<file path="config.mk">
export PLATFORM = sky130hd
export DESIGN_NAME = keyed_record_table_engine_unit
export DESIGN_NICKNAME = d
export VERILOG_FILES = /design/src/hdl/krte_pkg.sv /design/src/hdl/krte_dp.sv /design/src/hdl/krte_ctrl.sv /design/src/hdl/keyed_record_table_engine_unit.sv
export SDC_FILE = /design/constraint.sdc
export NUM_CORES = 1
export LEC_CHECK = 0
export BUFFER_PORTS_ARGS = -buffer_cell sky130_fd_sc_hd__buf_2
export CORE_ASPECT_RATIO = 1.25
export CORE_UTILIZATION = 55
export DETAILED_ROUTE_END_ITERATION = 8
export PLACE_DENSITY = 0.8
export SLEW_MARGIN = 40
export SYNTH_ARGS = -nofsm -noshare
export SYNTH_HDL_FRONTEND = slang
export SYNTH_SLANG_ARGS = --single-unit
</file>
<file path="constraint.sdc">
create_clock -name clock -period 4.1 [get_ports clock]
set_input_delay 0.82 -clock clock [delete_from_list [all_inputs] [get_ports clock]]
set_output_delay 0.82 -clock clock [all_outputs]
set_load 0.01 [all_outputs]
</file>
<file path="src/hdl/krte_pkg.sv">
// Shared types, constants and helpers for the keyed record table engine.
`timescale 1ns / 1ps

package krte_pkg;

   localparam int CAPACITY = 32;
   localparam int IDX_W    = (CAPACITY > 1) ? $clog2(CAPACITY) : 1;
   localparam int CNT_W    = $clog2(CAPACITY + 1);
   localparam int KEY_W    = 16;
   localparam int AMT_W    = 16;
   localparam int OP_W     = 2;
   localparam int STAT_W   = 3;
   localparam int POS_W    = 5;
   localparam int USED_W   = 6;

   typedef enum logic [OP_W-1:0] {
      OP_INSERT = 2'd0,
      OP_TAKE   = 2'd1,
      OP_DELETE = 2'd2,
      OP_LOOKUP = 2'd3
   } op_type;

   typedef enum logic [STAT_W-1:0] {
      ST_OK       = 3'd0,
      ST_FULL     = 3'd1,
      ST_DUP      = 3'd2,
      ST_NOTFOUND = 3'd3,
      ST_ZERO     = 3'd4,
      ST_SHORT    = 3'd5,
      ST_BADKEY   = 3'd6
   } status_type;

   // How a transaction ends; selects the table update and the response.
   typedef enum logic [3:0] {
      R_BADKEY,
      R_FULL,
      R_NOTFOUND,
      R_DUP,
      R_ZERO,
      R_SHORT,
      R_LOOK,
      R_TAKE,
      R_INSERT,
      R_DELETE
   } res_type;

   typedef enum logic [2:0] {
      S_IDLE,
      S_CHECK,
      S_SEARCH,
      S_SHIFT,
      S_FINISH
   } state_type;

   typedef struct packed {
      logic    load;
      logic    start_scan;
      logic    scan;
      logic    capture;
      logic    shift;
      logic    finish;
      res_type res;
   } cmd_type;

   typedef struct packed {
      op_type op;
      logic   key_zero;
      logic   full;
      logic   empty;
      logic   hit;
      logic   miss;
      logic   cnt_zero;
      logic   cnt_short;
      logic   shift_done;
   } stat_type;

   function automatic status_type res_to_status(input res_type res);
      status_type st;
      st = ST_OK;
      unique case (res)
         R_BADKEY:   st = ST_BADKEY;
         R_FULL:     st = ST_FULL;
         R_NOTFOUND: st = ST_NOTFOUND;
         R_DUP:      st = ST_DUP;
         R_ZERO:     st = ST_ZERO;
         R_SHORT:    st = ST_SHORT;
         R_LOOK:     st = ST_OK;
         R_TAKE:     st = ST_OK;
         R_INSERT:   st = ST_OK;
         R_DELETE:   st = ST_OK;
         default:    st = ST_OK;
      endcase
      return st;
   endfunction

endpackage

</file>
<file path="src/hdl/krte_dp.sv">
// Datapath: request latch, record table memory, scan/shift pipeline and response registers.
`timescale 1ns / 1ps

module krte_dp (
   input  logic                         clock,
   input  logic                         reset,
   input  logic [krte_pkg::OP_W-1:0]    req_operation,
   input  logic [krte_pkg::KEY_W-1:0]   req_key,
   input  logic [krte_pkg::AMT_W-1:0]   req_amount,
   input  krte_pkg::cmd_type            cmd,
   output krte_pkg::stat_type           stat,
   output logic [krte_pkg::STAT_W-1:0]  rsp_status,
   output logic [krte_pkg::POS_W-1:0]   rsp_position,
   output logic [krte_pkg::AMT_W-1:0]   rsp_count_value,
   output logic [krte_pkg::USED_W-1:0]  rsp_entries_used
);
   import krte_pkg::*;

   logic [KEY_W-1:0] keys_mem   [CAPACITY];
   logic [AMT_W-1:0] counts_mem [CAPACITY];

   op_type           op_ff;
   logic [KEY_W-1:0] key_ff;
   logic [AMT_W-1:0] amount_ff;

   logic [CNT_W-1:0] count_ff, count_in;
   logic [CNT_W-1:0] scan_ptr_ff, scan_ptr_in;
   logic             rd_valid_ff, rd_valid_in;
   logic [CNT_W-1:0] rd_idx_ff;
   logic [KEY_W-1:0] rd_key_ff;
   logic [AMT_W-1:0] rd_cnt_ff;
   logic [CNT_W-1:0] slot_ff;
   logic [AMT_W-1:0] slot_cnt_ff;

   logic             issue;
   logic [CNT_W-1:0] rd_idx_next;
   logic [CNT_W-1:0] rd_idx_prev;
   logic             wr_key_en, wr_cnt_en;
   logic [IDX_W-1:0] wr_addr;
   logic [KEY_W-1:0] wr_key;
   logic [AMT_W-1:0] wr_cnt;
   logic [AMT_W-1:0] take_left;

   logic [STAT_W-1:0] status_ff;
   logic [POS_W-1:0]  position_ff;
   logic [AMT_W-1:0]  count_value_ff;
   logic [USED_W-1:0] used_ff;

   assign issue       = (cmd.scan || cmd.shift) && (scan_ptr_ff < count_ff);
   assign rd_idx_next = rd_idx_ff + CNT_W'(1);
   assign rd_idx_prev = rd_idx_ff - CNT_W'(1);
   assign take_left   = slot_cnt_ff - amount_ff;

   assign stat.op         = op_ff;
   assign stat.key_zero   = (key_ff == '0);
   assign stat.full       = (count_ff == CNT_W'(CAPACITY));
   assign stat.empty      = (count_ff == '0);
   assign stat.hit        = rd_valid_ff && (rd_key_ff == key_ff);
   assign stat.miss       = rd_valid_ff && (rd_key_ff != key_ff) && (rd_idx_next == count_ff);
   assign stat.cnt_zero   = (rd_cnt_ff == '0);
   assign stat.cnt_short  = (rd_cnt_ff < amount_ff);
   assign stat.shift_done = (scan_ptr_ff >= count_ff) && !rd_valid_ff;

   always_ff @(posedge clock) begin
      if (cmd.load) begin
         op_ff     <= op_type'(req_operation);
         key_ff    <= req_key;
         amount_ff <= req_amount;
      end
   end

   always_comb begin
      scan_ptr_in = scan_ptr_ff;
      rd_valid_in = rd_valid_ff;
      if (cmd.start_scan) begin
         scan_ptr_in = '0;
         rd_valid_in = 1'b0;
      end else if (cmd.capture) begin
         scan_ptr_in = rd_idx_next;
         rd_valid_in = 1'b0;
      end else if (cmd.scan || cmd.shift) begin
         rd_valid_in = issue;
         if (issue) begin
            scan_ptr_in = scan_ptr_ff + CNT_W'(1);
         end
      end
   end

   always_ff @(posedge clock) begin
      if (reset) begin
         scan_ptr_ff <= '0;
         rd_valid_ff <= 1'b0;
         count_ff    <= '0;
      end else begin
         scan_ptr_ff <= scan_ptr_in;
         rd_valid_ff <= rd_valid_in;
         count_ff    <= count_in;
      end
   end

   // Read side of the table memory.
   always_ff @(posedge clock) begin
      rd_key_ff <= keys_mem[scan_ptr_ff[IDX_W-1:0]];
      rd_cnt_ff <= counts_mem[scan_ptr_ff[IDX_W-1:0]];
      rd_idx_ff <= scan_ptr_ff;
      if (cmd.capture) begin
         slot_ff     <= rd_idx_ff;
         slot_cnt_ff <= rd_cnt_ff;
      end
   end

   always_comb begin
      wr_key_en = 1'b0;
      wr_cnt_en = 1'b0;
      wr_addr   = rd_idx_prev[IDX_W-1:0];
      wr_key    = rd_key_ff;
      wr_cnt    = rd_cnt_ff;
      count_in  = count_ff;
      if (cmd.shift && rd_valid_ff) begin
         wr_key_en = 1'b1;
         wr_cnt_en = 1'b1;
      end else if (cmd.finish) begin
         unique case (cmd.res)
            R_INSERT: begin
               wr_key_en = 1'b1;
               wr_cnt_en = 1'b1;
               wr_addr   = count_ff[IDX_W-1:0];
               wr_key    = key_ff;
               wr_cnt    = amount_ff;
               count_in  = count_ff + CNT_W'(1);
            end
            R_TAKE: begin
               wr_cnt_en = 1'b1;
               wr_addr   = slot_ff[IDX_W-1:0];
               wr_cnt    = take_left;
            end
            R_DELETE: begin
               count_in = count_ff - CNT_W'(1);
            end
            default: begin
            end
         endcase
      end
   end

   // Write side of the table memory.
   always_ff @(posedge clock) begin
      if (wr_key_en) begin
         keys_mem[wr_addr] <= wr_key;
      end
      if (wr_cnt_en) begin
         counts_mem[wr_addr] <= wr_cnt;
      end
   end

   always_ff @(posedge clock) begin
      if (cmd.finish) begin
         status_ff <= res_to_status(cmd.res);
         used_ff   <= USED_W'(count_in);
         unique case (cmd.res)
            R_BADKEY, R_FULL, R_NOTFOUND: begin
               position_ff    <= '0;
               count_value_ff <= '0;
            end
            R_DUP, R_ZERO, R_SHORT, R_LOOK: begin
               position_ff    <= POS_W'(slot_ff);
               count_value_ff <= slot_cnt_ff;
            end
            R_TAKE: begin
               position_ff    <= POS_W'(slot_ff);
               count_value_ff <= take_left;
            end
            R_INSERT: begin
               position_ff    <= POS_W'(count_ff);
               count_value_ff <= amount_ff;
            end
            R_DELETE: begin
               position_ff    <= POS_W'(slot_ff);
               count_value_ff <= '0;
            end
            default: begin
               position_ff    <= '0;
               count_value_ff <= '0;
            end
         endcase
      end
   end

   assign rsp_status       = status_ff;
   assign rsp_position     = position_ff;
   assign rsp_count_value  = count_value_ff;
   assign rsp_entries_used = used_ff;

endmodule

</file>
<file path="src/hdl/krte_ctrl.sv">
// Controller: sequences check, key search, compacting shift and response handoff.
`timescale 1ns / 1ps

module krte_ctrl (
   input  logic                clock,
   input  logic                reset,
   input  logic                req_valid,
   output logic                req_stall,
   output logic                rsp_valid,
   input  logic                rsp_stall,
   input  krte_pkg::stat_type  stat,
   output krte_pkg::cmd_type   cmd
);
   import krte_pkg::*;

   state_type state_ff, state_in;
   res_type   res_ff, res_in;
   logic      rsp_valid_ff, rsp_valid_in;
   logic      out_free;

   assign out_free = !rsp_valid_ff || !rsp_stall;

   always_ff @(posedge clock) begin
      if (reset) begin
         state_ff     <= S_IDLE;
         res_ff       <= R_BADKEY;
         rsp_valid_ff <= 1'b0;
      end else begin
         state_ff     <= state_in;
         res_ff       <= res_in;
         rsp_valid_ff <= rsp_valid_in;
      end
   end

   always_comb begin
      state_in       = state_ff;
      res_in         = res_ff;
      cmd            = '0;
      cmd.res        = res_ff;
      req_stall      = 1'b1;
      rsp_valid_in   = rsp_valid_ff && rsp_stall;
      unique case (state_ff)
         S_IDLE: begin
            req_stall = 1'b0;
            if (req_valid) begin
               cmd.load = 1'b1;
               state_in = S_CHECK;
            end
         end
         S_CHECK: begin
            if (stat.key_zero) begin
               res_in   = R_BADKEY;
               state_in = S_FINISH;
            end else if (stat.op == OP_INSERT && stat.full) begin
               res_in   = R_FULL;
               state_in = S_FINISH;
            end else if (stat.empty) begin
               res_in   = (stat.op == OP_INSERT) ? R_INSERT : R_NOTFOUND;
               state_in = S_FINISH;
            end else begin
               cmd.start_scan = 1'b1;
               state_in       = S_SEARCH;
            end
         end
         S_SEARCH: begin
            cmd.scan = 1'b1;
            if (stat.hit) begin
               cmd.capture = 1'b1;
               state_in    = S_FINISH;
               unique case (stat.op)
                  OP_INSERT: res_in = R_DUP;
                  OP_TAKE: begin
                     if (stat.cnt_zero) begin
                        res_in = R_ZERO;
                     end else if (stat.cnt_short) begin
                        res_in = R_SHORT;
                     end else begin
                        res_in = R_TAKE;
                     end
                  end
                  OP_DELETE: state_in = S_SHIFT;
                  OP_LOOKUP: res_in = R_LOOK;
                  default:   res_in = R_LOOK;
               endcase
            end else if (stat.miss) begin
               res_in   = (stat.op == OP_INSERT) ? R_INSERT : R_NOTFOUND;
               state_in = S_FINISH;
            end
         end
         S_SHIFT: begin
            cmd.shift = 1'b1;
            if (stat.shift_done) begin
               res_in   = R_DELETE;
               state_in = S_FINISH;
            end
         end
         S_FINISH: begin
            if (out_free) begin
               cmd.finish   = 1'b1;
               rsp_valid_in = 1'b1;
               state_in     = S_IDLE;
            end
         end
         default: begin
            state_in = S_IDLE;
         end
      endcase
   end

   assign rsp_valid = rsp_valid_ff;

endmodule

</file>
<file path="src/hdl/keyed_record_table_engine_unit.sv">
// Top level of the keyed record table engine: controller, datapath and checks.
`timescale 1ns / 1ps

// Packed table of up to 32 records (nonzero 16-bit key, 16-bit count) supporting
// insert, take, compacting delete and lookup; each transaction returns one
// response. One transaction is in work at a time. When the key is searched,
// the table memory is scanned one slot per cycle through its single read port.
// A delete then shifts the later entries down one per cycle. The response
// sits in an output register, so the next request is taken while a response is
// still stalled; that transaction then waits in its finish state for the register.
module keyed_record_table_engine_unit (
   input  logic                         clock,
   input  logic                         reset,
   input  logic                         req_valid,
   output logic                         req_stall,
   input  logic [krte_pkg::OP_W-1:0]    req_operation,
   input  logic [krte_pkg::KEY_W-1:0]   req_key,
   input  logic [krte_pkg::AMT_W-1:0]   req_amount,
   output logic                         rsp_valid,
   input  logic                         rsp_stall,
   output logic [krte_pkg::STAT_W-1:0]  rsp_status,
   output logic [krte_pkg::POS_W-1:0]   rsp_position,
   output logic [krte_pkg::AMT_W-1:0]   rsp_count_value,
   output logic [krte_pkg::USED_W-1:0]  rsp_entries_used
);
   import krte_pkg::*;

   cmd_type  cmd;
   stat_type stat;

   krte_ctrl u_ctrl (
      .clock     (clock),
      .reset     (reset),
      .req_valid (req_valid),
      .req_stall (req_stall),
      .rsp_valid (rsp_valid),
      .rsp_stall (rsp_stall),
      .stat      (stat),
      .cmd       (cmd)
   );

   krte_dp u_dp (
      .clock            (clock),
      .reset            (reset),
      .req_operation    (req_operation),
      .req_key          (req_key),
      .req_amount       (req_amount),
      .cmd              (cmd),
      .stat             (stat),
      .rsp_status       (rsp_status),
      .rsp_position     (rsp_position),
      .rsp_count_value  (rsp_count_value),
      .rsp_entries_used (rsp_entries_used)
   );

   a_finish_into_free_slot : assert property (@(posedge clock) disable iff (reset)
      cmd.finish |-> (!rsp_valid || !rsp_stall))
      else $error("response overwritten while stalled");

   a_busy_after_accept : assert property (@(posedge clock) disable iff (reset)
      (req_valid && !req_stall) |=> req_stall)
      else $error("request taken while a transaction is in work");

   a_used_bounded : assert property (@(posedge clock) disable iff (reset)
      rsp_valid |-> (rsp_entries_used <= USED_W'(CAPACITY)))
      else $error("entry count beyond capacity");

   a_badkey_empty : assert property (@(posedge clock) disable iff (reset)
      (rsp_valid && rsp_status == ST_BADKEY) |-> (rsp_position == '0 && rsp_count_value == '0))
      else $error("invalid key response carries a record");

endmodule

</file>
# After elaboration in Yosys (flattened, before gate mapping)
# Memory sizes are Yosys's and may differ from the RTL's. A register that Yosys moved wholly into a read port is not among the register bits.
# Index checks and enable logic that the tools add are counted.
[word_totals] register_bits=109 ramBits=1024 mem_bits_ro=48 in_bits=38 output_inout_bits=32 wordCells=142 mem_count=3
[classes] n_addsub=6 n_lt_le_gt_ge=3 eq_ne=24 mux=62 reduce_logical=29
[memory_table] name="u_dp.counts_mem" depth=32 width=16 read_ports=1 rd_ports_with_merged_regs=1 write_ports=1 line_no="krte_dp.sv:20" text="logic [AMT_W-1:0] counts_mem [CAPACITY];"
[memory_table] name="u_dp.keys_mem" depth=32 width=16 read_ports=1 rd_ports_with_merged_regs=1 write_ports=1 line_no="krte_dp.sv:19" text="logic [KEY_W-1:0] keys_mem [CAPACITY];"
[memory_table] name="(name not given)" depth=16 width=3 read_ports=1 rd_ports_with_merged_regs=1 write_ports=0 line_no="krte_pkg.sv:80" text="unique case (res)"
[ops] operator="$mux W16" n=5
[ops] operator="$pmux W16 S3" n=1
[ops] operator="$logic_not A16 Y1" n=2
[ops] operator="$mux W4" n=8
[ops] operator="$pmux W16 S2" n=1
[ops] operator="$mux W6" n=5
[ops] operator="$mux W3" n=9
[ops] operator="$pmux W4 S3" n=2
[ops] operator="$mux W1" n=23
[ops] operator="$pmux W5 S2" n=2
[ops] operator="$add A6 B1 Y6 const B" n=3
[ops] operator="$eq A16 B16 Y1" n=1
[ops] operator="$eq A4 B3 Y1 const B" n=4
[ops] operator="$lt A16 B16 Y1" n=1
[ops] operator="$ne A16 B16 Y1" n=1
[ops] operator="$sub A16 B16 Y16" n=1
[ops] operator="$pmux W3 S5" n=1
[ops] operator="$pmux W6 S2" n=1
[ops] operator="$mux W5" n=2
[ops] operator="$eq A4 B4 Y1 const B" n=2
[ops] operator="$logic_and A1 B1 Y1" n=8
[ops] operator="$eq A3 B2 Y1 const B" n=2
[ops] operator="$eq A6 B6 Y1" n=1
[ops] operator="$eq A6 B6 Y1 const B" n=1
[ops] operator="29 further kinds" n=37

# Logic depth before layout (Yosys ltp)
# Gate-level depths: netlist (run 1).
[depth] depth_word=9 ltp_mapped=12

# Hierarchy
# From an unflattened synthesis (run 1), not the netlist that was laid out.
[unflattened] cells_unflattened=2211 area_unflattened_um2=46475.8
[by_module_without_submodules] mod="krte_dp" instances=1 cells_per_inst=2143 area_each_um2=45921.5
[by_module_without_submodules] mod="krte_ctrl" instances=1 cells_per_inst=68 area_each_um2=554.3

# Worst setup path before layout (run 1)
# Ideal clock, no wire load.
[synth_path] kind="flip-flop to flip-flop" startpoint="register u_dp.slot_cnt_ff[0]" endpoint="memory u_dp.counts_mem[0][12], data pin" arrival_time_ns=3.462 path_slack_ns=0.184 path_stages_with_launch=11 n_path_buf=0 period_less_slack_ns=3.916 path_cell_list="edfxtp_1 inv_1 ha_1 inv_1 fa_1 a21o_1 a2111oi_2 nor2_1 a221o_1 xnor2_1 o21ai_0"
[synth_between] elab_chain_len=4
[synth_lines] element="from (decl)" line_no="krte_dp.sv:33" text="logic [AMT_W-1:0] slot_cnt_ff;"
[synth_lines] element="from (signal assigned)" line_no="krte_dp.sv:108" text="slot_cnt_ff <= rd_cnt_ff;"
[synth_lines] element="$sub A16 B16 Y16" line_no="krte_dp.sv:52" text="assign take_left = slot_cnt_ff - amount_ff;"
[synth_lines] element="$pmux W16 S2" line_no="krte_dp.sv:123" text="unique case (cmd.res)"
[synth_lines] element="$mux W16" line_no="krte_dp.sv:122" text="end else if (cmd.finish) begin"
[synth_lines] element="$mux W16" line_no="krte_dp.sv:119" text="if (cmd.shift && rd_valid_ff) begin"
[synth_lines] element="named net u_dp.wr_cnt[12]" line_no="krte_dp.sv:41" text="logic [AMT_W-1:0] wr_cnt;"
[synth_lines] element="to (decl)" line_no="krte_dp.sv:20"
# The timed path passes the listed nets, and every way through them passes these cells.

# Worst setup path after layout (run 1)
[layout_path] startpoint="register u_ctrl.state_ff[0]" endpoint="memory u_dp.keys_mem[9][7] (enable)"
[layout_between] elab_chain_len=6 word_cells_on_any_way=11
[layout_lines] element="from (decl)" line_no="krte_ctrl.sv:16" text="state_type state_ff, state_in;"
[layout_lines] element="from (signal assigned)" line_no="krte_ctrl.sv:29" text="state_ff <= state_in;"
[layout_lines] element="$eq A3 B3 Y1 / $eq A3 B2 Y1 (equally long branches)" line_no="krte_ctrl.sv:42" text="unique case (state_ff)"
[layout_lines] element="$mux W1" line_no="krte_ctrl.sv:42"
[layout_lines] element="$mux W1 / $logic_and A1 B1 Y1 (equally long branches)" line_no="krte_dp.sv:122, krte_dp.sv:119"
[layout_lines] element="$mux W1" line_no="krte_dp.sv:119"
[layout_lines] element="$mux W1" line_no="krte_dp.sv:148" text="if (wr_key_en) begin"
[layout_lines] element="$mux W1 (not written as such)" line_no="krte_dp.sv:149" text="keys_mem[wr_addr] <= wr_key;"
[layout_lines] element="to (decl)" line_no="krte_dp.sv:19"
# Several ways; a longest one is shown, not always the timed one.

==> impl_metrics.json, run 1 <==
{
  "place_ws_ps": 377,
  "cts.reportedPaths.clkPinSlew_ps": 60,
  "drive_gt1_share_pct": 32.4,
  "cts_setup_buffers": 0,
  "yosys_register_bits": 1168,
  "cts_buffers": 106,
  "clock_sinks": 1168,
  "synth-warning-count": 0,
  "fin_crit_ps": 3470,
  "syn_area_per_cell_um2": 20.9,
  "setup_ws_ps": 627,
  "cts_hold_buf": 0,
  "worst-setup-path-type": "reg -> reg",
  "fmax_mhz": 288,
  "die_h_um": 327,
  "synthArstFlopShare_pct": 0,
  "cp-start-kind": "flop",
  "crit_arrival_ps": 3840,
  "ir_worst_vdd_mv": 0.449,
  "synth_area_leader_cell": "edfxtp_1",
  "num_rows": 118,
  "synth_area_um2": 46400,
  "p_per_area_nw_per_um2": 443,
  "synth_edf_count": 1109,
  "cp_cell_sequence": "nor2_1 > nand3_1 > buf_4 > a21oi_1 > o22ai_1 > nor2_1 > nand2_1 > nor2_2 > buf_4",
  "ctsResizeCount": 0,
  "drc_errors": 0,
  "crit_buf_inv": 2,
  "endpoint_kind": "flop",
  "critPathSlowestCell": "nor2_2",
  "status": "complete, no violations",
  "drt-initial-drc-count": 3178,
  "finalSetupTns_ps": 0,
  "syn_inst": 2218,
  "syn2layout_area_growth_pct": 12.7,
  "grt_max_degree": 69,
  "grt_pass1_wl_um": 165000,
  "crit_family": "simple AND/OR/NAND/NOR gates",
  "grt.total_usage_pct": 27.1,
  "synth_top_area_share_pct": 71.8,
  "cts-htree-levels": 3,
  "vias": 23800,
  "grt_pass1_vias": 24000,
  "io-pin-count": 70,
  "grt-ovfl-total": 0,
  "synth_nets": 2305,
  "wirelength_um": 112000,
  "die_w_um": 262,
  "setup_viol": 0,
  "cts_buffer_depth": 3,
  "detail-route-antenna-nets": 0,
  "floorplan.initialDensity_pct": 55.8,
  "ys_seq_area_share_pct": 74.3,
  "tightest_slew_ps": 911,
  "hpwl_um": 67800,
  "finalCritPeriodShare_pct": 84.7,
  "core_um2": 83100,
  "final_nets": 2496,
  "drv_slew": 0,
  "p_leak_nw": 16.4,
  "cts-root-buf": "clkbuf_16",
  "numPortBuffers": 69,
  "maxCapViolations": 0,
  "wire_per_inst_um": 31.5,
  "synth-main-ff-cell": "edfxtp_1",
  "rsz0062_at_grt": "false",
  "grt_antenna_before_repair": 2,
  "placed_cells": 3381,
  "gp_congestion": 0.929,
  "synthDistinctLibCells": 64,
  "final-hold-violation-count": 0,
  "viasPerCell": 6.65,
  "firstDrtPassIters": 5,
  "critPathMaxFanout": 20,
  "cpPeakStageDelay_ps": 590,
  "cts_tree": "yes",
  "hold_path.class": "in -> reg",
  "synthTopCellsByArea": "edfxtp_1, mux4_2, dfxtp_1, ha_1, mux2_2",
  "relSlewSlack_pct": 39.3,
  "required_ps": 4470,
  "stdcell_count": 3572,
  "worst_skew_pair.late_latency_ps": 670,
  "skew_ps": 30.8,
  "die_area_um2": 85500
}
-- cells by family (layout without fill, tap and decap cells) --
family                     Yosys count  after routing  share of synthesized area, %
DFF                               1168           1168                          74.3
muxes                              375            375                          16.9
and+or+nand+nor                    286            286                          2.89
AOI/OAI and AO/OA                  148            148                          2.14
buffers and inverters              139            410                          1.41
xor gates and xnor gates            53             53                          1.03
adders and majority gates           49             49                          1.35
other                                0              3                             0
-- cells in the mapped netlist (all sizes together), types with 7 or more instances --
| cell type | count |
|---|---|
| nor3 | 17 |
| nand4 | 13 |
| clkbuf | 48 |
| or3 | 7 |
| a211oi | 11 |
| a21o | 13 |
| a22oi | 12 |
| nor2 | 109 |
| dfxtp | 59 |
| xor2 | 15 |
| nand2 | 71 |
| mux4 | 320 |
| inv | 39 |
| xnor2 | 37 |
| ha | 47 |
| nor4 | 15 |
| o21ai | 42 |
| buf | 51 |
| nand3 | 10 |
| a21oi | 25 |
| and3 | 7 |
| edfxtp | 1109 |
| and2 | 11 |
| mux2 | 51 |
-- final cells by class --
class / count / area, um2
sequential: 1168 / 34500
fill: 5235 / 30800
multi-input combinational: 911 / 11500
clock buffer: 119 / 2710
tap: 1080 / 1350
timing repair buffer: 182 / 1340
clock inverter: 69 / 728
inverter: 40 / 150
antenna: 3 / 7.51
-- worst register-to-register path, stage by stage, from the launching register on --
cell	delay, ps
dfxtp_1	410
nor2_1	210
nand3_1	190
buf_4	290
a21oi_1	440
o22ai_1	190
nor2_1	210
nand2_1	370
nor2_2	600
buf_4	280
-- per-stage QoR --
step,area [um2],util [%],power (W),hold slack [ps]
after floorplan,46400,-,0.0134,352
after global placement,48800,58.7,0.0135,389
after detailed placement,48800,58.8,0.0135,398
after CTS,52300,62.9,0.0232,303
after global routing,52300,62.9,0.0237,321
final,52300,62.9,0.0232,324
-- placed cells by master (no fill, tap or decap), types with 29 or more instances in the layout --
cell	n
buf_2	69
ha_1	47
buf_4	101
nor2_2	63
inv_1	38
xnor2_1	37
mux4_2	320
clkbuf_16	106
o21ai_0	29
nand2_1	71
edfxtp_1	1109
nor2_1	43
mux2_2	50
dfxtp_1	54
-- registers in the layout (all words and copies together), names as in the netlist, 4 cells and up --
register and cells:
u_dp.key_ff 16, u_dp.keys_mem 512, u_ctrl.res_ff 4, u_dp.count_ff 6
u_dp.scan_ptr_ff 6, u_dp.slot_cnt_ff 16, u_dp.rd_idx_ff 6, u_dp.counts_mem 512
u_dp.rd_cnt_ff 16, u_dp.rsp_position 5, u_dp.rsp_entries_used 6, u_dp.slot_ff 5
u_dp.rd_key_ff 16, u_dp.amount_ff 16, u_dp.rsp_count_value 16
-- final timing paths --
kind,from,slack (ps),depth (start not counted),end
max,u_ctrl.state_ff[0],630,9,u_dp.keys_mem[9][7]
max reg2reg,u_ctrl.state_ff[0],630,9,u_dp.keys_mem[9][7]
min reg2reg,u_dp.scan_ptr_ff[5],420,0,u_dp.rd_idx_ff[5]
min,req_key[2],320,1,u_dp.key_ff[2]
-- report_power, final --
part,leakage (nW),switching [W],internal [W]
registers,10.5,0.0000315,0.0129
clock network,1.67,0.00428,0.00563
logic,4.23,0.000184,0.000105
total,16.4,0.00450,0.0187
-- per-layer routing --
layer	track usage (%)	vias up	routed length [um]
li1	-	9567	-
met1	35.8	12300	39200
met2	45.5	1645	57900
met3	3.95	238	10500
met4	10.6	0	5000
met5	0	-	0
No activity file was read; power rests on OpenSTA's default activity.
==> inputs of run 2 (changes only) <==
- PLACE_DENSITY: 0.8 -> 0.77
- clock period: 4.1 -> 3.52 ns (I/O delays scaled with it)
==> run 2 against run 1 <==
  * The run now ends with negative setup slack left
  * Global-route usage down 1.1 points
  * Sequential cell count unchanged
  * Total power up 17%
  * Final cell count up 0.48%
  * Clock power up 17%
  * Routed wire length down 3.4%
  * Worst setup slack worse by 630 ps
  * Maximum frequency down 1.5%
  * Core utilization up 0.25 points
  * Clock skew down 3.6 ps
  * Register-to-register slack worse by 630 ps
  * Sequential share of layout area down 0.26 points
  * Largest cell class unchanged
  * Highest routed layer is now met5
==> impl_metrics.json, run 2 (synthesized netlist as in run 1, its figures left out) <==
{
  "relSlewSlack_pct": 41.5,
  "setup_ws_ps": -5.82,
  "holdWs_ps": 199,
  "fin_crit_ps": 3530,
  "setup_viol": 8,
  "switchingPower_w": 0.00524,
  "switching_share_pct": 19.4,
  "final_cell_mix": "edfxtp_1, mux4_2, clkbuf_16, buf_4, nand2_1",
  "cts_hold_buf": 0,
  "diodes": 0,
  "numPortBuffers": 69,
  "crit_family": "compound AO/OA/AOI/OAI gates",
  "cts_setup_buffers": 0,
  "grt-ovfl-total": 0,
  "drv_slew": 0,
  "die_h_um": 327,
  "finalCritPeriodShare_pct": 100,
  "utilization_pct": 63.2,
  "skew_ps": 27.2,
  "drive_gt1_share_pct": 32.7,
  "cts-root-buf": "clkbuf_16",
  "critPathSlowestCell": "a21oi_1",
  "combPwrFrac_pct": 1.3,
  "seqPwrFrac_pct": 55.8,
  "syn2layout_area_growth_pct": 13.1,
  "wirelength_um": 109000,
  "cp-start-kind": "flop",
  "finalSetupTns_ps": -22.9,
  "cts_buffers": 107,
  "ir_worst_vdd_mv": 0.587,
  "rsz0062_at_grt": "true",
  "maxCapViolations": 0,
  "cts_tree": "yes",
  "violations": "negative setup slack",
  "final-hold-violation-count": 0,
  "internal_power_w": 0.0218,
  "die_area_um2": 85500,
  "firstDrtPassIters": 7,
  "num_rows": 118,
  "final_common_cell": "edfxtp_1",
  "crit_buf_inv": 2,
  "cts-htree-levels": 3,
  "p_per_area_nw_per_um2": 515,
  "final_nets": 2506,
  "cpPeakStageDelay_ps": 610,
  "grt.total_usage_pct": 25.9,
  "endpoint_kind": "flop",
  "floorplan.initialDensity_pct": 55.8,
  "grt_antenna_before_repair": 1,
  "gp_congestion": 0.940,
  "viasPerCell": 6.46,
  "wire_per_inst_um": 30.3,
  "reg_top3": "u_dp.counts_mem: 512 flops, u_dp.keys_mem: 512 flops",
  "cp_cell_sequence": "inv_1 > ha_1 > and3b_1 > o21ai_1 > a211oi_1 > a21oi_1 > nand2_1 > nor2_2 > buf_4",
  "cts.reportedPaths.clkPinSlew_ps": 60,
  "vias": 23200,
  "die_w_um": 262,
  "p_leak_nw": 16.5,
  "grt_pass1_wl_um": 159000,
  "cts_buffer_depth": 3,
  "grt_max_degree": 71,
  "status": "finished, violations left",
  "fmax_mhz": 284,
  "worst_skew_pair.late_latency_ps": 670,
  "crit_arrival_ps": 3850,
  "detail-route-antenna-nets": 0,
  "clock_sinks": 1168,
  "drt-initial-drc-count": 2828,
  "core_um2": 83100,
  "hpwl_um": 65100,
  "stdcell_count": 3589,
  "critPathMaxFanout": 16,
  "ctsResizeCount": 0,
  "drc_errors": 0,
  "placed_cells": 3390,
  "grt_pass1_vias": 23900,
  "worst-setup-path-type": "reg -> reg",
  "required_ps": 3840,
  "hold_path.class": "in -> reg",
  "io-pin-count": 70,
  "tightest_slew_ps": 878,
  "p_clk_share_pct": 42.9
}
==> run 2: final timing paths <==
check | depth (start not counted) | slack [ps] | to | startpoint
hold / removal | 1 | 200 | u_dp.key_ff[3] | req_key[3]
setup / recovery | 9 | -6 | u_dp.counts_mem[27][11] | u_ctrl.res_ff[0]
setup reg to reg | 9 | -6 | u_dp.counts_mem[27][11] | u_ctrl.res_ff[0]
hold reg to reg | 0 | 400 | u_dp.rd_idx_ff[5] | u_dp.scan_ptr_ff[5]
==> run 2: power by group through the flow <==
stage / Sequential [W] / Combinational, W / Clock, W
after floorplan: 0.0154 / 0.000195 / 0
final: 0.0151 / 0.000341 / 0.0116
after CTS: 0.0151 / 0.000333 / 0.0117
after detailed placement: 0.0154 / 0.000331 / 0
after global placement: 0.0154 / 0.000317 / 0
after global routing: 0.0151 / 0.000367 / 0.0122
==> run 2: per-layer routing <==
layer | GRT usage (%) | wire (um) | vias up
met5 | 0 | 10 | -
met4 | 11.4 | 4840 | 2
met3 | 3.47 | 7920 | 228
met2 | 43.8 | 56100 | 1236
met1 | 33.8 | 39800 | 12100
li1 | - | - | 9589
==> run 2: layout make-up <==
type,count,area (um2)
fill,5271,30600
clock inverter,52,536
tap,1080,1350
sequential,1168,34500
inverter,40,151
timing repair buffer,191,1430
clock buffer,147,2990
multi-input combinational,911,11500
==> run 2: worst register-to-register path, stage by stage, from the launching register on <==
cell and delay (ps):
dfxtp_1 380, inv_1 90, ha_1 250, and3b_1 250, o21ai_1 360, a211oi_1 120
a21oi_1 610, nand2_1 560, nor2_2 230, buf_4 330
==> run 2: stage by stage <==
| step | power, W | setup slack [ps] | area [um2] |
|---|---|---|---|
| 6_report | 0.0270 | -5.82 | 52500 |
| 5_1_grt | 0.0277 | -55.5 | 52500 |
| 4_1_cts | 0.0271 | 33.9 | 52500 |
| 3_5_place_dp | 0.0157 | -0.547 | 48900 |
| 3_3_place_gp | 0.0157 | 11.2 | 48900 |
| 2_1_floorplan | 0.0156 | 21.0 | 46400 |
